==> src/tkh_pkg.sv <==
// Shared types, widths and codes for the top-k keyed min-heap.
`default_nettype none
package tkh_pkg;

  localparam int unsigned Capacity = 32;
  localparam int unsigned AddrW    = $clog2(Capacity);
  localparam int unsigned CntW     = $clog2(Capacity + 1);
  localparam int unsigned KeyW     = 64;
  localparam int unsigned WeightW  = 48;
  localparam int unsigned CfgW     = 6;

  // Opcodes
  localparam logic [2:0] OpAddWeight = 3'd0;
  localparam logic [2:0] OpInsertNew = 3'd1;
  localparam logic [2:0] OpReplace   = 3'd2;
  localparam logic [2:0] OpPeek      = 3'd3;
  localparam logic [2:0] OpDump      = 3'd4;
  localparam logic [2:0] OpClear     = 3'd5;

  // Status codes
  localparam logic [2:0] StOk       = 3'd0;
  localparam logic [2:0] StNotFound = 3'd1;
  localparam logic [2:0] StFull     = 3'd2;
  localparam logic [2:0] StEmpty    = 3'd3;
  localparam logic [2:0] StDup      = 3'd4;

  typedef struct packed {
    logic [KeyW-1:0]           key;
    logic signed [WeightW-1:0] weight;
  } entry_t;

endpackage
`default_nettype wire

==> src/tkh_ram.sv <==
// Single write port, single registered read port heap slot store.
`default_nettype none
module tkh_ram
  import tkh_pkg::*;
(
  input  wire              clk_i,
  input  wire              we_i,
  input  wire [AddrW-1:0]  waddr_i,
  input  wire entry_t      wdata_i,
  input  wire              re_i,
  input  wire [AddrW-1:0]  raddr_i,
  output entry_t           rdata_o
);

  entry_t mem_q [Capacity];
  entry_t rdata_q;

  // Write slot
  always_ff @(posedge clk_i) begin
    if (we_i) begin
      mem_q[waddr_i] <= wdata_i;
    end
  end

  // Read slot, old data on a same-address write
  always_ff @(posedge clk_i) begin
    if (re_i) begin
      rdata_q <= mem_q[raddr_i];
    end
  end

  assign rdata_o = rdata_q;

endmodule
`default_nettype wire

==> config.mk <==
export PLATFORM = sky130hd
export DESIGN_NAME = tkh_ram
export DESIGN_NICKNAME = d
export VERILOG_FILES = /design/src/tkh_pkg.sv /design/src/tkh_ram.sv
export SDC_FILE = /design/constraint.sdc
export NUM_CORES = 2
export LEC_CHECK = 0
export BUFFER_PORTS_ARGS = -buffer_cell sky130_fd_sc_hd__clkbuf_2
export CAP_MARGIN = 10
export CELL_PAD_IN_SITES_DETAIL_PLACEMENT = 1
export CELL_PAD_IN_SITES_GLOBAL_PLACEMENT = 1
export CORE_ASPECT_RATIO = 0.9
export CORE_MARGIN = 1.5
export CORE_UTILIZATION = 45
export DETAILED_ROUTE_END_ITERATION = 12
export GPL_ROUTABILITY_DRIVEN = 0
export MAX_ROUTING_LAYER = met4
export PLACE_DENSITY_LB_ADDON = 0.1
export SLEW_MARGIN = 20
export SYNTH_ARGS = -nofsm -noshare
export SYNTH_HDL_FRONTEND = slang
export SYNTH_SLANG_ARGS = --single-unit
==> constraint.sdc <==
create_clock -name clk_i -period 16.4 [get_ports clk_i]
set_clock_uncertainty 0.1 [all_clocks]
set_input_delay 3.28 -clock clk_i [delete_from_list [all_inputs] [get_ports clk_i]]
set_output_delay 3.28 -clock clk_i [all_outputs]
set_load 0.03 [all_outputs]
==> metrics <==
RSZ-0062 raised after global routing=false; Comb power frac=4.8%; WL met1=179.9 mm; Total GRT Usage=26.65%; post_cts resized=0; worst min path class=register to register; via/cell ratio=6.185; Top Ports=237; Static Leak=0.05136 uW; Max FO, Critical Path=100; Worst path depth=9; CTS clk-pin slew, worst paths=60 ps; dpl hpwl=190.1 mm; DRT Pass-1 Iters=5; Top Layer Used=met4; met3 wire length=27.69 mm; status=complete, no violations; CP delay by family, top=buffers and inverters; setup TNS=0 ps; Die Y=530.9 um; number of synthesized flops with an enable pin=3,696; layout cells sized above 1=19.60%; Clock Latency Late Sink=940 ps; H-tree Lvls=5; Finished Cell Area=157,900 um2; CP dominant cell by count=buf_4; first-pass GRT wire length=564.0 mm; initial antenna violation count=47; CP peak stage delay=880 ps; Seq/Total Area, Yosys=79.64%; area leader, netlist=edfxtp_1; Num CTS Buffers=380; Layout Cells excl Fill=11,350; most frequent cell after synthesis=edfxtp_1; Psw=4321 uW; hold buffers post-CTS=0; Final #Nets=7,049; CP endpoint kind=register; layout filler cell count=26,970; max cap viols=0; CTS root buf=clkbuf_16; final period utilization=46.04%; post-CTS setup buffers=0; Gate Count Post-Synth=6,524; Clock Power Share=42.4%; Cells on Worst Hold Path=4; Primary FF master, synth=edfxtp_1; routed wl met2=191.2 mm; Yosys top cell area share=79.64%; final WL=407.7 mm; largest net degree at the start of global routing=129; vias in the first global route=70,970; CP Cell Sequence=buf_8 -> buf_12 -> buf_4 -> buf_4 -> buf_4 -> mux4_2 -> a22o_1 -> a31oi_1 -> nand3_1; dpl cell area=145,800 um2; TritonCTS clock tree=built; Critical Path AT=8130 ps; Synth warnings=0; startpoint types=input port; DP Cell Count=10,640; global route total overflow=0; sequential share of power=52.9%; Post-synth top cells=edfxtp_1, mux2i_1, a22oi_1; Synth Cell Area=139,400 um2; Worst slew margin=20.77%; initial core utilization=45.30%; Worst Path Buf+Inv=5; area of the die=313,000 um2; Synth Net Count=6,649; routed vias=70,210; Async SR Flop Fraction=0%; unique cell type count in the Yosys netlist=30; Slew @ Worst Pin=1186 ps; Layout area overhead=13.30%; per-cell routed wire length=35.92 um; clk sinks=3,696; worst reg2reg path depth=3; Clock Tree Buf Depth=4; syn_area_per_cell=21.36 um2; Area contributors post-synth=edfxtp_1, mux4_2, mux2i_1; FP Rows=193; Final Hold Fails=0; Worst EP required=16,980 ps; max-slew violation count=0; Core Region=307,600 um2; Routed Antenna Nets=0; crit path time final=7550 ps; initial DRC count=8,269; Fmax=132.4 MHz; crit path max-delay cell type=buf_4; Die Wd=589.6 um; cell-internal power=15,720 uW; worst setup path category=input port to register; Residual DRC=0; final setup fails=0; switching portion of total power=21.56%; power density over cell area=126.9 nW/um2; Synth Register Bits=3,696; final design utilization=51.32%; Peak VDD IR=85.04 uV; IO Port Bufs=236
[cell usage in the layout, fill, tap and decap left out, drive strengths merged]
cell         n
edfxtp    3696
mux2i      896
clkbuf     699
a22oi      594
mux4       448
nand3      226
clkinv     165
buf        159
a22o        62
a31oi       62
nand4       50
nor2        46
bufinv      36
diode       24
nor2b       15
nand2       14
inv         13
a21oi       11
clkinvlp    10
and2        10
nor3         5
a32oi        5
nand3b       5
or3b         2
and3b        1
and3         1
nand2b       1
or3          1
[state kept, by name, indices dropped and copies added (netlist names)]
signal / cells
mem_q: 3584
rdata_o: 112
[power groups by stage]
stage / combinational (uW) / clock, uW / sequential [uW]
5_1_grt: 1010 / 8940 / 10600
3_3_place_gp: 940 / 0 / 10800
2_1_floorplan: 487 / 0 / 10800
3_5_place_dp: 960 / 0 / 10800
6_report: 954 / 8490 / 10600
4_1_cts: 962 / 8630 / 10600
[metrics by stage]
step | hold slack (ps) | power, uW | worst slack (ps)
6_report | 621.7 | 20040 | 8850
3_5_place_dp | 593.2 | 11760 | 7940
5_1_grt | 669.1 | 20560 | 8676
2_1_floorplan | 525.2 | 11320 | 7116
4_1_cts | 621.6 | 20200 | 8960
3_3_place_gp | 590.5 | 11730 | 7942
[tightest hold or removal path: cells and delay by family (launching register included)]
family / cells / cell delay (ps)
AND/OR/NAND/NOR: 3 / 230
multiplexers: 1 / 60
flip-flops: 1 / 330
[cell type report]
type / count / area, um2 / share of cell area (%)
Sequential cell: 3696 / 111000 / 70.29
Multi-Input combinational cell: 2455 / 26890 / 17.03
Clock buffer: 468 / 9967 / 6.313
Tap cell: 4095 / 5124 / 3.245
Timing Repair Buffer: 390 / 2826 / 1.790
Clock inverter: 223 / 2033 / 1.288
Antenna cell: 24 / 60.06 / 0.03804
Inverter: 1 / 3.754 / 0.002377
[worst paths after layout]
kind | startpoint | end | slack [ps]
worst min-delay path | mem_q[20][25]$_DFFE_PP_ | rdata_o[25]$_DFFE_PP_ | 620
worst min register to register | mem_q[20][25]$_DFFE_PP_ | rdata_o[25]$_DFFE_PP_ | 620
worst max-delay path | raddr_i[2] | rdata_o[29]$_DFFE_PP_ | 8850
worst max register to register | mem_q[4][100]$_DFFE_PP_ | rdata_o[100]$_DFFE_PP_ | 14310
[cell families after synthesis]
kind of cell | count (synthesis) | synth area share [%]
simple gates | 377 | 1.391
compound gates | 734 | 3.939
mux | 1344 | 13.68
flops | 3696 | 79.64
buf+inv | 373 | 1.355
[routing by layer]
metal	GRT usage, %	vias to the layer above
li1	-	28330
met1	38.35	38750
met2	40.62	2560
met3	3.703	561
met4	6.278	0
met5	-	-
Power figures use the tool's default switching activity.
