**src/tkh_pkg.sv**
```systemverilog
// Shared types, widths and codes for the top-k keyed min-heap.
`default_nettype none
package tkh_pkg;

  localparam int unsigned Capacity = 32;
  localparam int unsigned AddrW    = $clog2(Capacity);
  localparam int unsigned CntW     = $clog2(Capacity + 1);
  localparam int unsigned KeyW     = 64;
  localparam int unsigned WeightW  = 48;
  localparam int unsigned CfgW     = 6;

  // Opcodes
  localparam logic [2:0] OpAddWeight = 3'd0;
  localparam logic [2:0] OpInsertNew = 3'd1;
  localparam logic [2:0] OpReplace   = 3'd2;
  localparam logic [2:0] OpPeek      = 3'd3;
  localparam logic [2:0] OpDump      = 3'd4;
  localparam logic [2:0] OpClear     = 3'd5;

  // Status codes
  localparam logic [2:0] StOk       = 3'd0;
  localparam logic [2:0] StNotFound = 3'd1;
  localparam logic [2:0] StFull     = 3'd2;
  localparam logic [2:0] StEmpty    = 3'd3;
  localparam logic [2:0] StDup      = 3'd4;

  typedef struct packed {
    logic [KeyW-1:0]           key;
    logic signed [WeightW-1:0] weight;
  } entry_t;

endpackage
`default_nettype wire

```
**src/tkh_alu.sv**
```systemverilog
// Shared weight unit: saturating add and signed less-than compare.
`default_nettype none
module tkh_alu
  import tkh_pkg::*;
(
  input  wire signed [WeightW-1:0] a_i,
  input  wire signed [WeightW-1:0] b_i,
  output logic signed [WeightW-1:0] sum_o,
  output logic                      lt_o
);

  logic signed [WeightW:0] wide;

  // Add with one guard bit, clamp on overflow
  always_comb begin
    wide = {a_i[WeightW-1], a_i} + {b_i[WeightW-1], b_i};
    if (wide[WeightW] != wide[WeightW-1]) begin
      sum_o = wide[WeightW] ? {1'b1, {(WeightW-1){1'b0}}} : {1'b0, {(WeightW-1){1'b1}}};
    end else begin
      sum_o = wide[WeightW-1:0];
    end
    lt_o = (a_i < b_i);
  end

endmodule
`default_nettype wire

```
**config.mk**
```make
export PLATFORM = sky130hd
export DESIGN_NAME = tkh_alu
export DESIGN_NICKNAME = d
export VERILOG_FILES = /design/src/tkh_pkg.sv /design/src/tkh_alu.sv
export SDC_FILE = /design/constraint.sdc
export NUM_CORES = 1
export LEC_CHECK = 0
export BUFFER_PORTS_ARGS = -buffer_cell sky130_fd_sc_hd__buf_4
export CORE_MARGIN = 4
export CORE_UTILIZATION = 55
export DETAILED_ROUTE_END_ITERATION = 16
export PLACE_DENSITY = 0.95
export SYNTH_ARGS = -nofsm -noshare
export SYNTH_HDL_FRONTEND = slang
export SYNTH_SLANG_ARGS = --single-unit
```
**constraint.sdc**
```tcl
create_clock -name vclk -period 4.6
set_input_delay 0.46 -clock vclk [all_inputs]
set_output_delay 0.46 -clock vclk [all_outputs]
set_load 0.01 [all_outputs]
```
==> out/qor.yml, run 1 <==
critical_path:
  crit_type: "primary input to output pin"
  endpoint_kind: "output pin"
  start_kind: "primary input"
  cpPeakStageDelay_ns: 0.48
  crit_slowest_cell: "a2111o_1"
  critical_path_buf_inv_count: 4
  critPathLaunch: "b_i[0]"
  worstPathCellList: "buf_4, ha_1, inv_1, fa_1, o21ba_1, or4_1, a211o_1, a2111o_1, a21boi_4, nor3_2, o21ai_4, nand2_4, buf_12, a31oi_2, buf_4"
  critPathArrivalTime_ns: 3.87
  crit_top_cell: "buf_4"
  critPathRequiredTime_ns: 4.14
  critPathTopFamily: "compound AO/OA/AOI/OAI gates"
  critPathMaxFanout: 25
yosys:
  synth_commonest_cells: "ha_1 (96), inv_1 (91), a21oi_1 (72)"
  yosysTopAreaCell: "ha_1"
  synthMuxAreaShare_pct: 0.6677
  yosys.area.top_type_share_pct: 25.64
  synth-compound-area-share_pct: 35.02
  synth.area.top_cells: "ha_1 (26%), a21oi_1 (7.7%), inv_1 (7.3%)"
  synth.distinct_cells: 64
  synthAdderAreaFrac_pct: 26.92
  synth_xor_area_share_pct: 7.479
  syn_area_um2: 4684
  synth-simple-area-share_pct: 19.34
  syn_avg_cell_area_um2: 6.930
  synth_nets: 869
  yosysMostFrequentCell: "ha_1"
  synth_warnings: 0
  synth_top_family_by_area: "compound AO/OA/AOI/OAI gates"
  yosysSeqAreaShare_pct: 0
  syn-instance-count: 676
drt:
  drt_iter0_markers: 249
  first_pass_iters: 4
  ant_nets: 0
  drt-wirelength-per-cell_um: 15.97
  num_vias: 5400
  vias_per_cell: 5.934
  drc: 0
  routed_wl_mm: 14.53
global_route:
  grt_pass1_wl_mm: 23.73
  overflow: 0
  grt_antenna_before_repair: 0
  grt_use_total_pct: 27.43
  grt_max_degree: 26
  grt_pass1_vias: 5298
sta:
  slew_headroom_pct: 60.69
  fin_crit_sh_pct: 94.16
  slew_violations: 0
  finalHoldViolations: 0
  rsz0062_at_grt: "false"
  fmax_ghz: 0.2309
  setup_violations: 0
  period_needed_ns: 4.331
  setup_tns_ns: 0
  tightest_slew_ns: 0.5823
finish:
  seq_cells: 0
  fillerInstances: 701
  area_delta_synth_final_pct: 25.16
  fin_nets: 1000
  stdcell_area_um2: 5863
  seq_area_um2: 0
  drive_gt1_share_pct: 25.96
  nClkBuffers: 0
  fin_util_pct: 71.00
  antenna_cells: 0
die:
  design.core.area_um2: 8258
  fp.dieW_um: 100.3
  die-area_um2: 10060
  row_count: 33
  die_y_um: 100.3
  initial_core_util_pct: 56.73
  num_io_pins: 145
pwr:
  pwr-share-comb_pct: 100.0
  p_sw_share_pct: 54.44
  p_int_uw: 497.2
  p_sw_uw: 594.1
  cellLeakagePower_uw: 0.002837
  max-vdd-ir-drop_v: 0.0001771
  power.density_nw_per_um2: 186.1
  sequentialPowerShare_pct: 0
  p_clk_share_pct: 0
flow_run:
  maxCapViolations: 0
hold_path:
  worstHoldStart: "b_i[0]"
  worst_hold_path_type: "primary input to output pin"
place:
  postPlaceCellArea_um2: 5863
  gp_congestion: 0.9749
  dp_hpwl_mm: 12.46
  io_buffers: 145
clock_tree:
  hold_buffers: 0
  post_cts_buffers: 0
  ctsResizeCount: 0
run_status:
  status: "complete, no violations"
-- per-layer routing --
metal  routed length [um]  vias up  track usage, %
met1                 6130     2482           36.37
met5                    0        -               0
met2                 7167      224           49.64
li1                     -     2671               -
met3                 1073       23           1.737
met4                  163        0           3.834
-- logic make-up (layout without fill, tap and decap cells) --
| family | count (synthesis) | after routing |
|---|---|---|
| AO/OA/AOI/OAI | 233 | 233 |
| AND/OR/NAND/NOR | 181 | 181 |
| buffers and inverters | 118 | 247 |
| adder cells (fa/ha/maj) | 101 | 101 |
| XOR/XNOR | 40 | 40 |
| multiplexers | 3 | 3 |
-- placed cells by master (no fill, tap or decap), drive strengths merged, types with 5 or more instances in the layout --
master  synthesis  layout
buf             8     156
a21oi         102     102
ha             96      96
inv            91      91
nor2           55      55
o21ai          38      38
nand2          37      37
xnor2          36      36
nor3           16      16
nor4           13      13
o31ai          13      13
o21bai         13      13
nor2b          11      11
nand4          11      11
or3             9       9
nand3           9       9
o211ai          8       8
a31oi           8       8
nand2b          7       7
a21o            7       7
a211oi          6       6
o31a            5       5
a21boi          5       5
-- power groups by stage --
stage | clock network [uW] | logic [uW] | registers, uW
final | 0 | 1090 | 0
after global routing | 0 | 1180 | 0
after CTS | 0 | 1090 | 0
after detailed placement | 0 | 1080 | 0
after global placement | 0 | 1060 | 0
after floorplan | 0 | 672 | 0
-- area by class of cell --
class              instances  area [um2]  share of cell area [%]
repair buffers           156        1196                   20.40
well taps                105       131.4                   2.241
inverters                 91       341.6                   5.826
multi-input cells        558        4194                   71.53
-- path summary, 6_finish.rpt --
path,to,slack [ns],cells past startpoint
worst max-delay path,sum_o[41],0.27,15
worst min-delay path,sum_o[0],1.33,4
-- per-stage QoR --
step	power [uW]	hold slack (ns)	worst slack, ns	instances
finish	1091	1.329	0.2687	910
detailed placement	1079	1.323	0.2778	910
global route	1185	1.362	0.06470	910
CTS	1085	1.325	0.2718	910
global placement	1058	1.304	0.3604	910
floorplan	671.9	1.101	0.7191	676
No activity file was read; power rests on OpenSTA's default activity.
==> inputs of run 2 (changes only) <==
Settings changed: BUFFER_PORTS_ARGS -buffer_cell sky130_fd_sc_hd__buf_4 to not set, CORE_UTILIZATION 55 to 57, DONT_BUFFER_PORTS set to 1, PLACE_DENSITY 0.95 to 0.82.
==> run 2 against run 1 <==
Total power shrank 24%. Count of clock-buffer cells in the layout is the same. Sequential share of layout area unchanged. Fmax decreased by 1.6%. Design area fell by 19%. Flip-flop and latch count is the same. Die area down 3.2%. Utilization shrank 11 points. Critical path type unchanged. Largest cell class unchanged.
==> out/qor.yml, run 2 (synthesis gave the netlist of run 1 again) <==
global_route:
  overflow: 0
  grt_use_total_pct: 25.83
  grt_max_degree: 22
  grt_pass1_vias: 4695
  grt_antenna_before_repair: 0
  grt_pass1_wl_mm: 21.89
drt:
  drt-wirelength-per-cell_um: 17.63
  drt_iter0_markers: 215
  num_vias: 4853
  drc: 0
  vias_per_cell: 6.394
  routed_wl_mm: 13.38
  ant_nets: 0
  first_pass_iters: 4
finish:
  seq_area_um2: 0
  final-instance-count-excl-fill: 759
  drive_gt1_share_pct: 9.437
  nClkBuffers: 0
  area_delta_synth_final_pct: 1.122
  fillerInstances: 788
  antenna_cells: 0
  fin_nets: 852
  final_cell_mix: "ha_1 (96), inv_1 (91), a21oi_1 (72)"
  layout_commonest_cell: "ha_1"
  seq_cells: 0
  stdcell_area_um2: 4737
sta:
  fin_ws_ns: 0.1962
  tightest_slew_ns: 0.7815
  fin_crit_sh_pct: 95.73
  rsz0062_at_grt: "false"
  fmax_ghz: 0.2271
  setup_tns_ns: 0
  setup_violations: 0
  finalHoldViolations: 0
  slew_headroom_pct: 47.78
  period_needed_ns: 4.404
  slew_violations: 0
place:
  io_buffers: 0
  dp.cells: 759
  postPlaceCellArea_um2: 4723
  dp_slack_ns: 0.1187
  gp_congestion: 0.9472
  dp_hpwl_mm: 11.42
die:
  num_io_pins: 145
  row_count: 32
  fp.dieW_um: 98.66
  initial_core_util_pct: 59.69
  die-area_um2: 9733
  die_y_um: 98.66
  design.core.area_um2: 7848
critical_path:
  critPathArrivalTime_ns: 3.94
  critPathLaunch: "a_i[0]"
  critPathRequiredTime_ns: 4.14
  start_kind: "primary input"
  critPathMaxFanout: 21
  crit_path_end: "sum_o[35]"
  endpoint_kind: "output pin"
  crit_type: "primary input to output pin"
pwr:
  max-vdd-ir-drop_v: 0.0001016
  power.density_nw_per_um2: 174.6
  p_total_uw: 827.3
  cellLeakagePower_uw: 0.002119
flow_run:
  maxCapViolations: 0
hold_path:
  worst_hold_path_type: "primary input to output pin"
run_status:
  status: "complete, no violations"
clock_tree:
  hold_buffers: 0
## run 2: cell types whose count changed in the layout (fill, tap and decap cells not counted)
cell,before,now
buf_4,154,8
buf_12,2,0
nand2_4,1,0
nand2_8,0,1
o31ai_1,13,12
o31ai_2,0,1
## run 2: power breakdown
part | internal [uW] | total, uW | switching (uW)
clock | 0 | 0 | 0
combinational | 294 | 827 | 533
sequential | 0 | 0 | 0
total | 294 | 827 | 533
## run 2: repair_timing
action / in CTS / in global routing
setup buffers: 0 / 0
resized for setup: 0 / 2
setup endpoints to repair: 0 / 25
## run 2: per-layer routing
| layer | wire length, um | track usage [%] |
|---|---|---|
| met2 | 6298 | 46.18 |
| met1 | 5663 | 33.87 |
| met3 | 1153 | 3.114 |
| met5 | 0 | 0 |
| met4 | 266 | 3.782 |
## run 2: final cells by class
type,instances,area [um2],area share [%]
tap,102,127.6,2.694
timing repair buffer,8,60.06,1.268
inverter,91,341.6,7.211
multi-input combinational,558,4208,88.83
## run 2: per-stage QoR
stage          hold slack, ns  util, %
5_1_grt                 1.135    60.36
3_5_place_dp            1.120    60.19
2_1_floorplan           1.101        -
6_report                1.120    60.36
3_3_place_gp            1.113    60.19
4_1_cts                 1.120    60.19
## run 2: worst min path at each step
stage,start,to,cells after the start
final,b_i[0],sum_o[0],2
after floorplan,b_i[0],sum_o[0],2
after CTS,b_i[0],sum_o[0],2
after global routing,b_i[0],sum_o[0],2
after global placement,b_i[0],sum_o[0],2
after detailed placement,b_i[0],sum_o[0],2
## run 2: worst max-delay path, stage by stage
cell	delay [ns]
ha_1	0.15
inv_1	0.06
fa_1	0.40
o21ba_1	0.19
or4_1	0.45
a211o_1	0.36
a2111o_1	0.47
a21boi_4	0.19
nor3_2	0.08
o21ai_4	0.39
nand2_8	0.24
buf_4	0.27
a21oi_2	0.22
==> inputs of run 3 (changes only) <==
Settings changed: CORE_UTILIZATION 57 to 30, PLACE_DENSITY 0.82 to not set.
==> run 3 against run 2 <==
Utilization decreased by 28 points. Count of clock-buffer cells in the layout unchanged. Die area increased by 82%. Highest routed layer unchanged. Global-route usage decreased by 9.8 points. Fmax increased by 1.5%. Final cell count increased by 15%. Total power increased by 2.8%. Worst setup slack improved by 0.067 ns. Critical path depth increased by 1.
==> out/qor.yml, run 3 (synthesis gave the netlist of run 1 again) <==
global_route:
  grt_use_total_pct: 15.98
  grt_max_degree: 23
  grt_pass1_vias: 4622
  overflow: 0
  grt_pass1_wl_mm: 23.97
  grt_antenna_before_repair: 0
drt:
  vias_per_cell: 5.306
  drt-wirelength-per-cell_um: 17.28
  ant_nets: 0
  drc: 0
  routed_wl_mm: 15.12
  drt_iter0_markers: 275
  num_vias: 4643
  first_pass_iters: 4
critical_path:
  critical_path_buf_inv_count: 3
  critPathMaxFanout: 15
  worstPathCellList: "ha_1, inv_1, fa_1, o21ba_1, or4_1, a211o_1, a2111o_1, a21boi_4, nor3_2, o21ai_4, nand2_4, buf_4, o21ai_0, buf_4"
  start_kind: "primary input"
  crit_type: "primary input to output pin"
  critPathRequiredTime_ns: 4.14
  crit_top_cell: "buf_4"
  critPathArrivalTime_ns: 3.88
  crit_slowest_cell: "a2111o_1"
  critPathTopFamily: "compound AO/OA/AOI/OAI gates"
  cpPeakStageDelay_ns: 0.48
  endpoint_kind: "output pin"
die:
  row_count: 45
  initial_core_util_pct: 30.70
  fp.dieW_um: 133.0
  die_y_um: 133.0
  design.core.area_um2: 15260
  num_io_pins: 145
  die-area_um2: 17680
clock_tree:
  hold_buffers: 0
  post_cts_buffers: 0
  ctsResizeCount: 0
place:
  io_buffers: 0
  gp_congestion: 0.9077
  dp.cells: 874
  dp_hpwl_mm: 12.97
finish:
  final-instance-count-excl-fill: 875
  area_delta_synth_final_pct: 4.834
  final_cell_mix: "ha_1 (96), inv_1 (91), a21oi_1 (72)"
  seq_cells: 0
  seq_area_um2: 0
  nClkBuffers: 0
  layout_commonest_cell: "ha_1"
  fin_nets: 859
  antenna_cells: 0
  drive_gt1_share_pct: 10.24
run_status:
  status: "complete, no violations"
sta:
  setup_violations: 0
  finalHoldViolations: 0
  tightest_slew_ns: 0.7994
  setup_tns_ns: 0
  fin_crit_sh_pct: 94.28
  period_needed_ns: 4.337
  fmax_ghz: 0.2306
  slew_headroom_pct: 46.65
  rsz0062_at_grt: "false"
  slew_violations: 0
  whs_ns: 1.206
pwr:
  p_int_uw: 301.9
  power.density_nw_per_um2: 173.2
  p_clk_share_pct: 0
  cellLeakagePower_uw: 0.002151
  max-vdd-ir-drop_v: 0.00008904
  p_sw_share_pct: 64.50
  p_sw_uw: 548.5
  pwr-share-comb_pct: 100.0
  sequentialPowerShare_pct: 0
hold_path:
  worst_hold_path_type: "primary input to output pin"
flow_run:
  maxCapViolations: 0
==> run 3: changes by cell type in the layout (fill, tap and decap cells not counted), sizes merged <==
cell  before  now
buf        8   14
nor2      55   56
==> run 3: power groups by stage <==
stage	clock network, uW	logic (uW)	registers (uW)
finish	0	850	0
global route	0	940	0
CTS	0	851	0
detailed placement	0	846	0
global placement	0	847	0
floorplan	0	672	0
==> run 3: metal layers <==
metal  routed length (um)  vias up  track usage [%]
li1                     -     2380                -
met2                 6847      120            26.81
met5                    0        -                0
met3                  931       12            2.548
met4                  199        0            1.848
met1                 7143     2131            22.18
==> run 3: final cells by class <==
type	count	area [um2]
Multi-Input combinational cell	559	4200
Timing Repair Buffer	14	105.1
Tap cell	211	264.0
Inverter	91	341.6
Fill cell	1707	10350
==> run 3: through the flow <==
stage          setup slack (ns)  cell area (um2)  total power, uW  util (%)
4_1_cts                  0.2731             4905            850.8     32.14
3_5_place_dp             0.2861             4905            845.7     32.14
5_1_grt                 0.02017             4911            939.7     32.19
6_report                 0.2629             4911            850.4     32.19
2_1_floorplan            0.7191             4684            671.9         -
3_3_place_gp             0.3055             4905            847.1     32.14
==> run 3: path summary, 6_finish.rpt <==
check                  start        end  slack (ns)  cells past startpoint
worst max-delay path  a_i[0]  sum_o[14]        0.26                     14
worst min-delay path  b_i[0]   sum_o[0]        1.21                      3
